## src/gcr_pkg.sv

```systemverilog
// Shared types, constants and the inverse code map of the 9-to-8 group code decoder.
package gcr_pkg;

	localparam int unsigned BYTE_W  = 8;
	localparam int unsigned CODE_W  = 9;
	localparam int unsigned GROUP_W = 9;
	localparam int unsigned POS_W   = 4;
	localparam int unsigned CODE_COUNT = 256;

	localparam logic [CODE_W-1:0]  CODE_MASK    = 9'h1ff;
	localparam logic [BYTE_W-1:0]  BAD_BYTE     = 8'hff;
	localparam logic [GROUP_W-1:0] GROUPS_RESET = 9'd102;
	localparam logic [POS_W-1:0]   POS_FIRST    = 4'd0;
	localparam logic [POS_W-1:0]   POS_LAST     = 4'd8;

	// Forward code table: entry k is the codeword that carries user byte k.
	localparam logic [CODE_W-1:0] CODE_TABLE [CODE_COUNT] = '{
		9'h089, 9'h08a, 9'h08b, 9'h08c, 9'h08d, 9'h08e, 9'h091, 9'h092,
		9'h093, 9'h094, 9'h095, 9'h096, 9'h099, 9'h09a, 9'h09b, 9'h09c,
		9'h09d, 9'h09e, 9'h0a2, 9'h0a3, 9'h0a4, 9'h0a5, 9'h0a6, 9'h0a9,
		9'h0aa, 9'h0ab, 9'h0ac, 9'h0ad, 9'h0ae, 9'h0b1, 9'h0b2, 9'h0b3,
		9'h0b4, 9'h0b5, 9'h0b6, 9'h0b9, 9'h0ba, 9'h0bb, 9'h0bc, 9'h0bd,
		9'h0be, 9'h0c2, 9'h0c3, 9'h0c4, 9'h0c5, 9'h0c6, 9'h0c9, 9'h0ca,
		9'h0cb, 9'h0cc, 9'h0cd, 9'h0ce, 9'h0d1, 9'h0d2, 9'h0d3, 9'h0d4,
		9'h0d5, 9'h0d6, 9'h0d9, 9'h0da, 9'h0db, 9'h0dc, 9'h0dd, 9'h0de,
		9'h0e1, 9'h0e2, 9'h0e3, 9'h0e4, 9'h0e5, 9'h0e6, 9'h0e9, 9'h0ea,
		9'h0eb, 9'h0ec, 9'h0ed, 9'h0ee, 9'h0f1, 9'h0f2, 9'h0f3, 9'h0f4,
		9'h0f5, 9'h0f6, 9'h0f9, 9'h0fa, 9'h0fb, 9'h0fc, 9'h0fd, 9'h109,
		9'h10a, 9'h10b, 9'h10c, 9'h10d, 9'h10e, 9'h111, 9'h112, 9'h113,
		9'h114, 9'h115, 9'h116, 9'h119, 9'h11a, 9'h11b, 9'h11c, 9'h11d,
		9'h11e, 9'h121, 9'h122, 9'h123, 9'h124, 9'h125, 9'h126, 9'h129,
		9'h12a, 9'h12b, 9'h12c, 9'h12d, 9'h12e, 9'h131, 9'h132, 9'h133,
		9'h134, 9'h135, 9'h136, 9'h139, 9'h13a, 9'h13b, 9'h13c, 9'h13d,
		9'h13e, 9'h142, 9'h143, 9'h144, 9'h145, 9'h146, 9'h149, 9'h14a,
		9'h14b, 9'h14c, 9'h14d, 9'h14e, 9'h151, 9'h152, 9'h153, 9'h154,
		9'h155, 9'h156, 9'h159, 9'h15a, 9'h15b, 9'h15c, 9'h15d, 9'h15e,
		9'h161, 9'h162, 9'h163, 9'h164, 9'h165, 9'h166, 9'h169, 9'h16a,
		9'h16b, 9'h16c, 9'h16d, 9'h16e, 9'h171, 9'h172, 9'h173, 9'h174,
		9'h175, 9'h176, 9'h179, 9'h17a, 9'h17b, 9'h17c, 9'h17d, 9'h17e,
		9'h184, 9'h185, 9'h186, 9'h189, 9'h18a, 9'h18b, 9'h18c, 9'h18d,
		9'h18e, 9'h191, 9'h192, 9'h193, 9'h194, 9'h195, 9'h196, 9'h199,
		9'h19a, 9'h19b, 9'h19c, 9'h19d, 9'h19e, 9'h1a1, 9'h1a2, 9'h1a3,
		9'h1a4, 9'h1a5, 9'h1a6, 9'h1a9, 9'h1aa, 9'h1ab, 9'h1ac, 9'h1ad,
		9'h1ae, 9'h1b1, 9'h1b2, 9'h1b3, 9'h1b4, 9'h1b5, 9'h1b6, 9'h1b9,
		9'h1ba, 9'h1bb, 9'h1bc, 9'h1bd, 9'h1be, 9'h1c2, 9'h1c3, 9'h1c4,
		9'h1c5, 9'h1c6, 9'h1c9, 9'h1ca, 9'h1cb, 9'h1cc, 9'h1cd, 9'h1ce,
		9'h1d1, 9'h1d2, 9'h1d3, 9'h1d4, 9'h1d5, 9'h1d6, 9'h1d9, 9'h1da,
		9'h1db, 9'h1dc, 9'h1dd, 9'h1de, 9'h1e1, 9'h1e2, 9'h1e3, 9'h1e4,
		9'h1e5, 9'h1e6, 9'h1e9, 9'h1ea, 9'h1eb, 9'h1ec, 9'h1ed, 9'h1ee
	};

	// Result of decoding one codeword.
	typedef struct packed {
		logic [BYTE_W-1:0] data_byte;
		logic              raw_lsb;
	} gcr_word_t;

	// Inverse code map. Codewords are unique, so at most one entry matches;
	// every comparison is against a constant and the whole thing folds into a ROM.
	function automatic logic [BYTE_W-1:0] gcr_inverse(input logic [CODE_W-1:0] word);
		logic [BYTE_W-1:0] r;
		r = BAD_BYTE;
		for (int k = 0; k < CODE_COUNT; k++) begin
			if (CODE_TABLE[k] == word) begin
				r = BYTE_W'(k);
			end
		end
		return r;
	endfunction

endpackage

```

## src/gcr_if.sv

```systemverilog
// Valid/ready channel interfaces for received tape bytes and decoded data bytes.
interface gcr_tape_if
	import gcr_pkg::*;
();
	logic              valid;
	logic              ready;
	logic [BYTE_W-1:0] tape_byte;

	modport source (output valid, output tape_byte, input ready);
	modport sink   (input valid, input tape_byte, output ready);
endinterface

interface gcr_data_if
	import gcr_pkg::*;
();
	logic              valid;
	logic              ready;
	logic [BYTE_W-1:0] data_byte;
	logic              block_end;

	modport source (output valid, output data_byte, output block_end, input ready);
	modport sink   (input valid, input data_byte, input block_end, output ready);
endinterface

```

## src/gcr_word_dec.sv

```systemverilog
// Codeword extraction, transition inversion and inverse code mapping for one byte.
module gcr_word_dec
	import gcr_pkg::*;
(
	input  logic [BYTE_W-1:0] held_byte,
	input  logic [BYTE_W-1:0] tape_byte,
	input  logic [POS_W-1:0]  pos,
	input  logic              invert,
	output gcr_word_t         res
);

	logic [2*BYTE_W-1:0] window;
	logic [2:0]          shamt;
	logic [CODE_W-1:0]   raw_word;
	logic [CODE_W-1:0]   word;

	// Codeword j sits at bit offset 8 - j of the two-byte window.
	assign window   = {held_byte, tape_byte};
	assign shamt    = 3'(POS_LAST - pos);
	assign raw_word = CODE_W'(window >> shamt);
	assign word     = invert ? (raw_word ^ CODE_MASK) : raw_word;

	assign res.raw_lsb   = raw_word[0];
	assign res.data_byte = gcr_inverse(word);

endmodule

```

## src/gcr_9b8b_nrzi_decoder_top.sv

```systemverilog
// Top level of the 9-to-8 group code decoder with transition-inverted codewords.
// Each decoded byte is registered and shows in the cycle after its last tape byte is taken.
// One tape byte per cycle unless the receiver stalls a full output register; eight data
// bytes leave per nine tape bytes. Rate rests on the one-register inversion feedback.
// Reset (arst_n low, asynchronous): group position, group count, inversion flag and
// held byte clear, groups_per_block returns to 102 and the output register empties.
module gcr_9b8b_nrzi_decoder_top
	import gcr_pkg::*;
(
	input  logic                clk,
	input  logic                arst_n,
	gcr_tape_if.sink            tape,
	gcr_data_if.source          data,
	input  logic                cfg_we,
	input  logic [GROUP_W-1:0]  cfg_wdata
);

	// Configuration register. Writes land at once and leave the stream position alone.
	logic [GROUP_W-1:0] groups_q;

	// Decoder state. held_q is the previous tape byte, pos_q the position of the next
	// byte in its nine-byte group, grp_q the groups already finished in this block and
	// inv_q the raw last bit of the previous codeword.
	logic [BYTE_W-1:0]  held_q;
	logic [POS_W-1:0]   pos_q;
	logic [GROUP_W-1:0] grp_q;
	logic               inv_q;

	// Output register; it is the only buffer between the two sides.
	logic               out_vld_s1;
	logic [BYTE_W-1:0]  out_byte_s1;
	logic               out_end_s1;

	logic               in_acc;
	logic               first_byte;
	logic               last_in_group;
	logic               last_group;
	logic [GROUP_W-1:0] last_grp_idx;
	gcr_word_t          dec;

	// A new transaction is taken whenever the output register is empty or is being
	// emptied in this very cycle, so back-to-back bytes flow with no bubble.
	assign tape.ready = !out_vld_s1 || data.ready;
	assign in_acc     = tape.valid && tape.ready;

	// The first byte of a group only primes the window and yields no data byte.
	assign first_byte    = (pos_q == POS_FIRST) || (pos_q > POS_LAST);
	assign last_in_group = (pos_q == POS_LAST);

	// A programmed count of zero wraps to the all-ones index and so behaves as 512 groups.
	assign last_grp_idx = groups_q - GROUP_W'(1);
	assign last_group   = (grp_q == last_grp_idx);

	gcr_word_dec u_word_dec (
		.held_byte (held_q),
		.tape_byte (tape.tape_byte),
		.pos       (pos_q),
		.invert    (inv_q),
		.res       (dec)
	);

	always_ff @(posedge clk or negedge arst_n) begin
		if (!arst_n) begin
			groups_q <= GROUPS_RESET;
		end else if (cfg_we) begin
			groups_q <= cfg_wdata;
		end
	end

	always_ff @(posedge clk or negedge arst_n) begin
		if (!arst_n) begin
			held_q <= '0;
			pos_q  <= POS_FIRST;
			grp_q  <= '0;
			inv_q  <= 1'b0;
		end else if (in_acc) begin
			held_q <= tape.tape_byte;
			if (first_byte) begin
				pos_q <= POS_FIRST + POS_W'(1);
			end else if (last_in_group) begin
				// End of group: either close the block or move on to the next group.
				pos_q <= POS_FIRST;
				if (last_group) begin
					grp_q <= '0;
					inv_q <= 1'b0;
				end else begin
					grp_q <= grp_q + GROUP_W'(1);
					inv_q <= dec.raw_lsb;
				end
			end else begin
				pos_q <= pos_q + POS_W'(1);
				inv_q <= dec.raw_lsb;
			end
		end
	end

	always_ff @(posedge clk or negedge arst_n) begin
		if (!arst_n) begin
			out_vld_s1 <= 1'b0;
		end else if (in_acc) begin
			out_vld_s1 <= !first_byte;
		end else if (data.ready) begin
			out_vld_s1 <= 1'b0;
		end
	end

	always_ff @(posedge clk) begin
		if (in_acc && !first_byte) begin
			out_byte_s1 <= dec.data_byte;
			out_end_s1  <= last_in_group && last_group;
		end
	end

	assign data.valid     = out_vld_s1;
	assign data.data_byte = out_byte_s1;
	assign data.block_end = out_end_s1;

	// The group position never leaves its nine-byte range.
	a_pos_range: assert property (@(posedge clk) disable iff (!arst_n)
		pos_q <= POS_LAST)
		else $error("group position out of range");

	// A pending end-of-block byte means the state has already restarted for the next block.
	a_block_restart: assert property (@(posedge clk) disable iff (!arst_n)
		data.valid && data.block_end |-> grp_q == '0 && !inv_q && pos_q == POS_FIRST)
		else $error("block end pending without decoder restart");

	// The first byte of a group is only held: it moves the position on and adds no result.
	a_first_byte: assert property (@(posedge clk) disable iff (!arst_n)
		in_acc && pos_q == POS_FIRST |=> pos_q == POS_FIRST + POS_W'(1) && !data.valid)
		else $error("first byte of a group mishandled");

	// An empty output register never holds back the input side.
	a_no_stall: assert property (@(posedge clk) disable iff (!arst_n)
		!data.valid |-> tape.ready)
		else $error("input stalled with empty output register");

endmodule

```

## src/flat_wrapper.sv

```systemverilog
// flat-port wrapper written by rule: the top's interface ports become plain ports
module gcr_9b8b_nrzi_decoder_top_flat import gcr_pkg::*;
  (clk, arst_n, cfg_we, cfg_wdata, tape_valid, tape_tape_byte, tape_ready, data_valid, data_data_byte, data_block_end, data_ready);
  gcr_tape_if tape_i ();
  gcr_data_if data_i ();
  input  logic clk;
  input  logic arst_n;
  input  logic cfg_we;
  input  logic [GROUP_W-1:0] cfg_wdata;
  input wire logic [$bits(tape_i.valid)-1:0] tape_valid;
  input wire logic [$bits(tape_i.tape_byte)-1:0] tape_tape_byte;
  output wire logic [$bits(tape_i.ready)-1:0] tape_ready;
  output wire logic [$bits(data_i.valid)-1:0] data_valid;
  output wire logic [$bits(data_i.data_byte)-1:0] data_data_byte;
  output wire logic [$bits(data_i.block_end)-1:0] data_block_end;
  input wire logic [$bits(data_i.ready)-1:0] data_ready;
  assign tape_i.valid = tape_valid;
  assign tape_i.tape_byte = tape_tape_byte;
  assign tape_ready = tape_i.ready;
  assign data_valid = data_i.valid;
  assign data_data_byte = data_i.data_byte;
  assign data_block_end = data_i.block_end;
  assign data_i.ready = data_ready;
  gcr_9b8b_nrzi_decoder_top u_core (.clk(clk), .arst_n(arst_n), .tape(tape_i), .data(data_i), .cfg_we(cfg_we), .cfg_wdata(cfg_wdata));
endmodule
```

## config.mk

```make
export PLATFORM = sky130hd
export DESIGN_NAME = gcr_9b8b_nrzi_decoder_top_flat
export DESIGN_NICKNAME = d
export VERILOG_FILES = /design/src/gcr_pkg.sv /design/src/gcr_if.sv /design/src/gcr_word_dec.sv /design/src/gcr_9b8b_nrzi_decoder_top.sv /design/src/flat_wrapper.sv
export SDC_FILE = /design/constraint.sdc
export NUM_CORES = 1
export LEC_CHECK = 0
export BUFFER_PORTS_ARGS = -buffer_cell sky130_fd_sc_hd__buf_2
export CAP_MARGIN = 0
export CORE_MARGIN = 2
export CORE_UTILIZATION = 40
export DETAILED_ROUTE_END_ITERATION = 8
export PLACE_DENSITY = 0.61
export SYNTH_ARGS = -nofsm -noshare
export SYNTH_HDL_FRONTEND = slang
export SYNTH_SLANG_ARGS = --single-unit
```

## constraint.sdc

```tcl
create_clock -name clk -period 5.15 [get_ports clk]
set_input_delay 1.03 -clock clk [delete_from_list [all_inputs] [get_ports clk]]
set_output_delay 1.03 -clock clk [all_outputs]
set_load 0.01 [all_outputs]
```

==> key figures <==
Timing
  • Setup slack after layout: 619.7 ps
  • RSZ-0062 raised after global routing: no
  • Final Hold Fails: 0
  • Final Critical Period: 4530 ps
  • Fin Hold WS: 531.9 ps
  • Final setup TNS: 0 ps
  • Slew Viols, Final: 0
  • Slew @ Worst Pin: 1135 ps
  • Clock Skews: 17.82 ps
  • Setup Viol. Count Final: 0
  • Final period util: 0.8797
  • Rel. slew slack: 0.2353
  • Max Clk Rate: 220.7 MHz

Synthesis
  • EDFF count, synth: 9
  • Yosys reg bits: 41
  • Sequential area share after synthesis: 0.1720
  • FFs w/ async S/R, synth: 0.7805
  • Mapped Avg Cell Area: 7.723 um2
  • Cells after synthesis: 810
  • Post-synth cell types: 94
  • Main synth FF type: dfrtp_1
  • Synth Cell Area: 6256 um2
  • Net Count, Synth: 836
  • Ys Warns: 0

Detailed routing
  • Drt drc: 0
  • Final wirelength: 24.53 mm
  • Via count: 7047
  • Top Metal Used: met4
  • Pre-antenna DRT Iters: 7
  • Drt initial violations: 1045
  • Avg WL per Cell: 23.61 um
  • Routed wl met3: 2.294 mm
  • Wire length on met2: 10.76 mm
  • Routed Antenna Nets: 0
  • Via/cell ratio: 6.782
  • Wl on met1: 10.09 mm

Floorplan
  • Initial core utilization: 0.4100
  • Core area: 15260 um2
  • # rows: 45
  • # IOs: 33
  • Die area: 16660 um2
  • Die Width: 129.1 um
  • Die Ht: 129.1 um

Final layout
  • Fill count: 1592
  • Ant. Diodes: 0
  • Layout cells sized above 1: 0.1836
  • FF/Latch Area: 1077 um2
  • Area occupied by multi-input gates: 4768 um2
  • Area grow syn2layout: 8.300%
  • Fin cells: 1039
  • Final nets: 853

Clocking
  • CTS Sinks: 41
  • CTS tree: built
  • Setup Buffers After CTS: 0
  • H-Tree Depth: 2
  • CTS resizes: 0
  • Root Driver: clkbuf_16
  • Clock Pin Slew Worst Setup and Hold Paths: 70 ps
  • Hold_buf cts: 0
  • Number of buffers created by CTS: 5
  • Longest Clk Path Bufs: 2
  • Worst-skew pair later-pin latency: 300 ps

Place
  • Post-detail-place hpwl: 18.33 mm
  • Placed cells: 1031
  • Port bufs: 32
  • RD Place Congestion: 1.012
  • DP Worst Slack: 536.8 ps

Setup path
  • Crit path max-delay family: compound AO/OA/AOI/OAI gates
  • Crit. End Element: flip-flop
  • Buffers & Inverters on Critical Path: 2
  • Worst-path maximum fanout: 12
  • Startpoint Class: flip-flop
  • Max incr delay on CP: 600 ps
  • WP data arrival: 4640 ps
  • Most frequent CP cell: nand3_1
  • Critical path, cell by cell: inv_1 -> ha_2 -> mux2i_1 -> mux4_2 -> buf_4 -> and2_1 -> a32oi_1 -> nor2_1 -> a211oi_1 -> nand3_1 -> a22oi_1 -> nand3_1 -> nor4_1
  • Crit-path slowest cell: mux4_2
  • CP Class: flip-flop to flip-flop
  • CP Data Required Time: 5250 ps

Global route
  • Tot GR Track Use: 0.2984
  • Total grt overflow: 0
  • Global-route wire length before repair: 38.52 mm
  • Largest net degree at the start of global routing: 40
  • Via count of the first global-routing pass: 6598
  • Initial antenna violation count: 0

Hold path
  • Tightest Hold Check Type: flip-flop to flip-flop

Flow run
  • # Max-Cap Violations: 0

Outcome
  • Status: complete, no violations
==> through the flow <==
stage / utilization / cell area, um2
4_1_cts: 0.4440 / 6775
3_3_place_gp: 0.4340 / 6623
6_report: 0.4440 / 6775
2_1_floorplan: - / 6256
5_1_grt: 0.4440 / 6775
3_5_place_dp: 0.4340 / 6623
==> state kept, by name, indices dropped and copies added (netlist names) <==
register               flops
u_core.data.valid          1
u_core.inv_q               1
u_core.data.block_end      1
u_core.grp_q               9
u_core.data.data_byte      8
u_core.held_q              8
u_core.pos_q               4
u_core.groups_q            9
==> per-layer routing <==
metal  up-vias  GRT usage
li1       3133          -
met1      3360     0.4017
met2       443     0.4653
met3       111    0.04913
met4         0     0.1490
met5         -          0
==> cells by family (layout without fill, tap and decap cells) <==
kind of cell / Yosys count / count (layout) / share of synthesized area
simple gates: 352 / 352 / 0.3042
compound gates: 245 / 245 / 0.2814
buf+inv: 79 / 97 / 0.06620
mux: 65 / 65 / 0.1322
flops: 41 / 41 / 0.1720
xor+xnor: 24 / 24 / 0.03600
fa+ha+maj: 4 / 4 / 0.008000
==> cells in the final DEF, fill, tap and decap left out, drive strengths merged, types with 7 or more instances in the layout <==
master	netlist	final
nor2	83	83
or2	8	8
nor3b	13	13
nor3	30	30
nand4	13	13
nor2b	29	29
a221oi	7	7
nand3b	7	7
nor4	13	13
xor2	10	10
o32ai	8	8
o21ai	55	55
a22oi	13	13
mux2	25	25
nand3	25	25
mux4	10	10
a211oi	14	14
mux2i	30	30
dfrtp	28	28
o22ai	13	13
a22o	10	10
o211ai	7	7
o31ai	7	7
buf	37	69
edfxtp	9	9
inv	20	20
xnor2	14	14
nand2b	15	15
nand2	71	71
a21oi	39	39
and2	7	7
==> cell usage after synthesis, types with 13 or more instances <==
cell | count | area [um2]
nor2_1 | 81 | 304.0
nand2_1 | 71 | 266.5
o21ai_0 | 53 | 265.3
a21oi_1 | 37 | 185.2
nor2b_1 | 29 | 181.4
dfrtp_1 | 28 | 700.7
mux2i_1 | 28 | 280.3
nor3_1 | 28 | 140.1
nand3_1 | 25 | 125.1
mux2_2 | 24 | 270.3
buf_2 | 21 | 105.1
clkbuf_1 | 21 | 78.83
inv_1 | 17 | 63.81
nand2b_1 | 15 | 93.84
nand4_1 | 13 | 81.33
==> area by class of cell <==
class | instances | area share
Sequential cell | 41 | 0.1590
Clock inverter | 2 | 0.002031
Timing Repair Buffer | 69 | 0.06464
Clock buffer | 6 | 0.02050
Tap cell | 211 | 0.03897
Inverter | 20 | 0.01108
Multi-Input combinational cell | 690 | 0.7038
==> worst reg2reg max path: stages (launching register included) <==
cell and delay [ps]:
dfrtp_1 380, inv_1 60, ha_2 500, mux2i_1 220
mux4_2 600, buf_4 230, and2_1 220, a32oi_1 550
nor2_1 270, a211oi_1 440, nand3_1 170, a22oi_1 310
nand3_1 110, nor4_1 280
==> worst paths after layout <==
path                       slack [ps]  depth (start not counted)                        to               start
hold reg to reg                   530                          1        u_core.groups_q[8]  u_core.groups_q[8]
hold / removal                    530                          1        u_core.groups_q[8]  u_core.groups_q[8]
setup reg to reg                  620                         13  u_core.data.data_byte[7]     u_core.pos_q[1]
min in group asynchronous         790                          1           u_core.pos_q[0]              arst_n
setup / recovery                  620                         13  u_core.data.data_byte[7]     u_core.pos_q[1]
max in group asynchronous        3830                          1              u_core.inv_q              arst_n
Power is not shown: default switching activity piles up to over one toggle a cycle in this logic, so the estimate is an artifact.
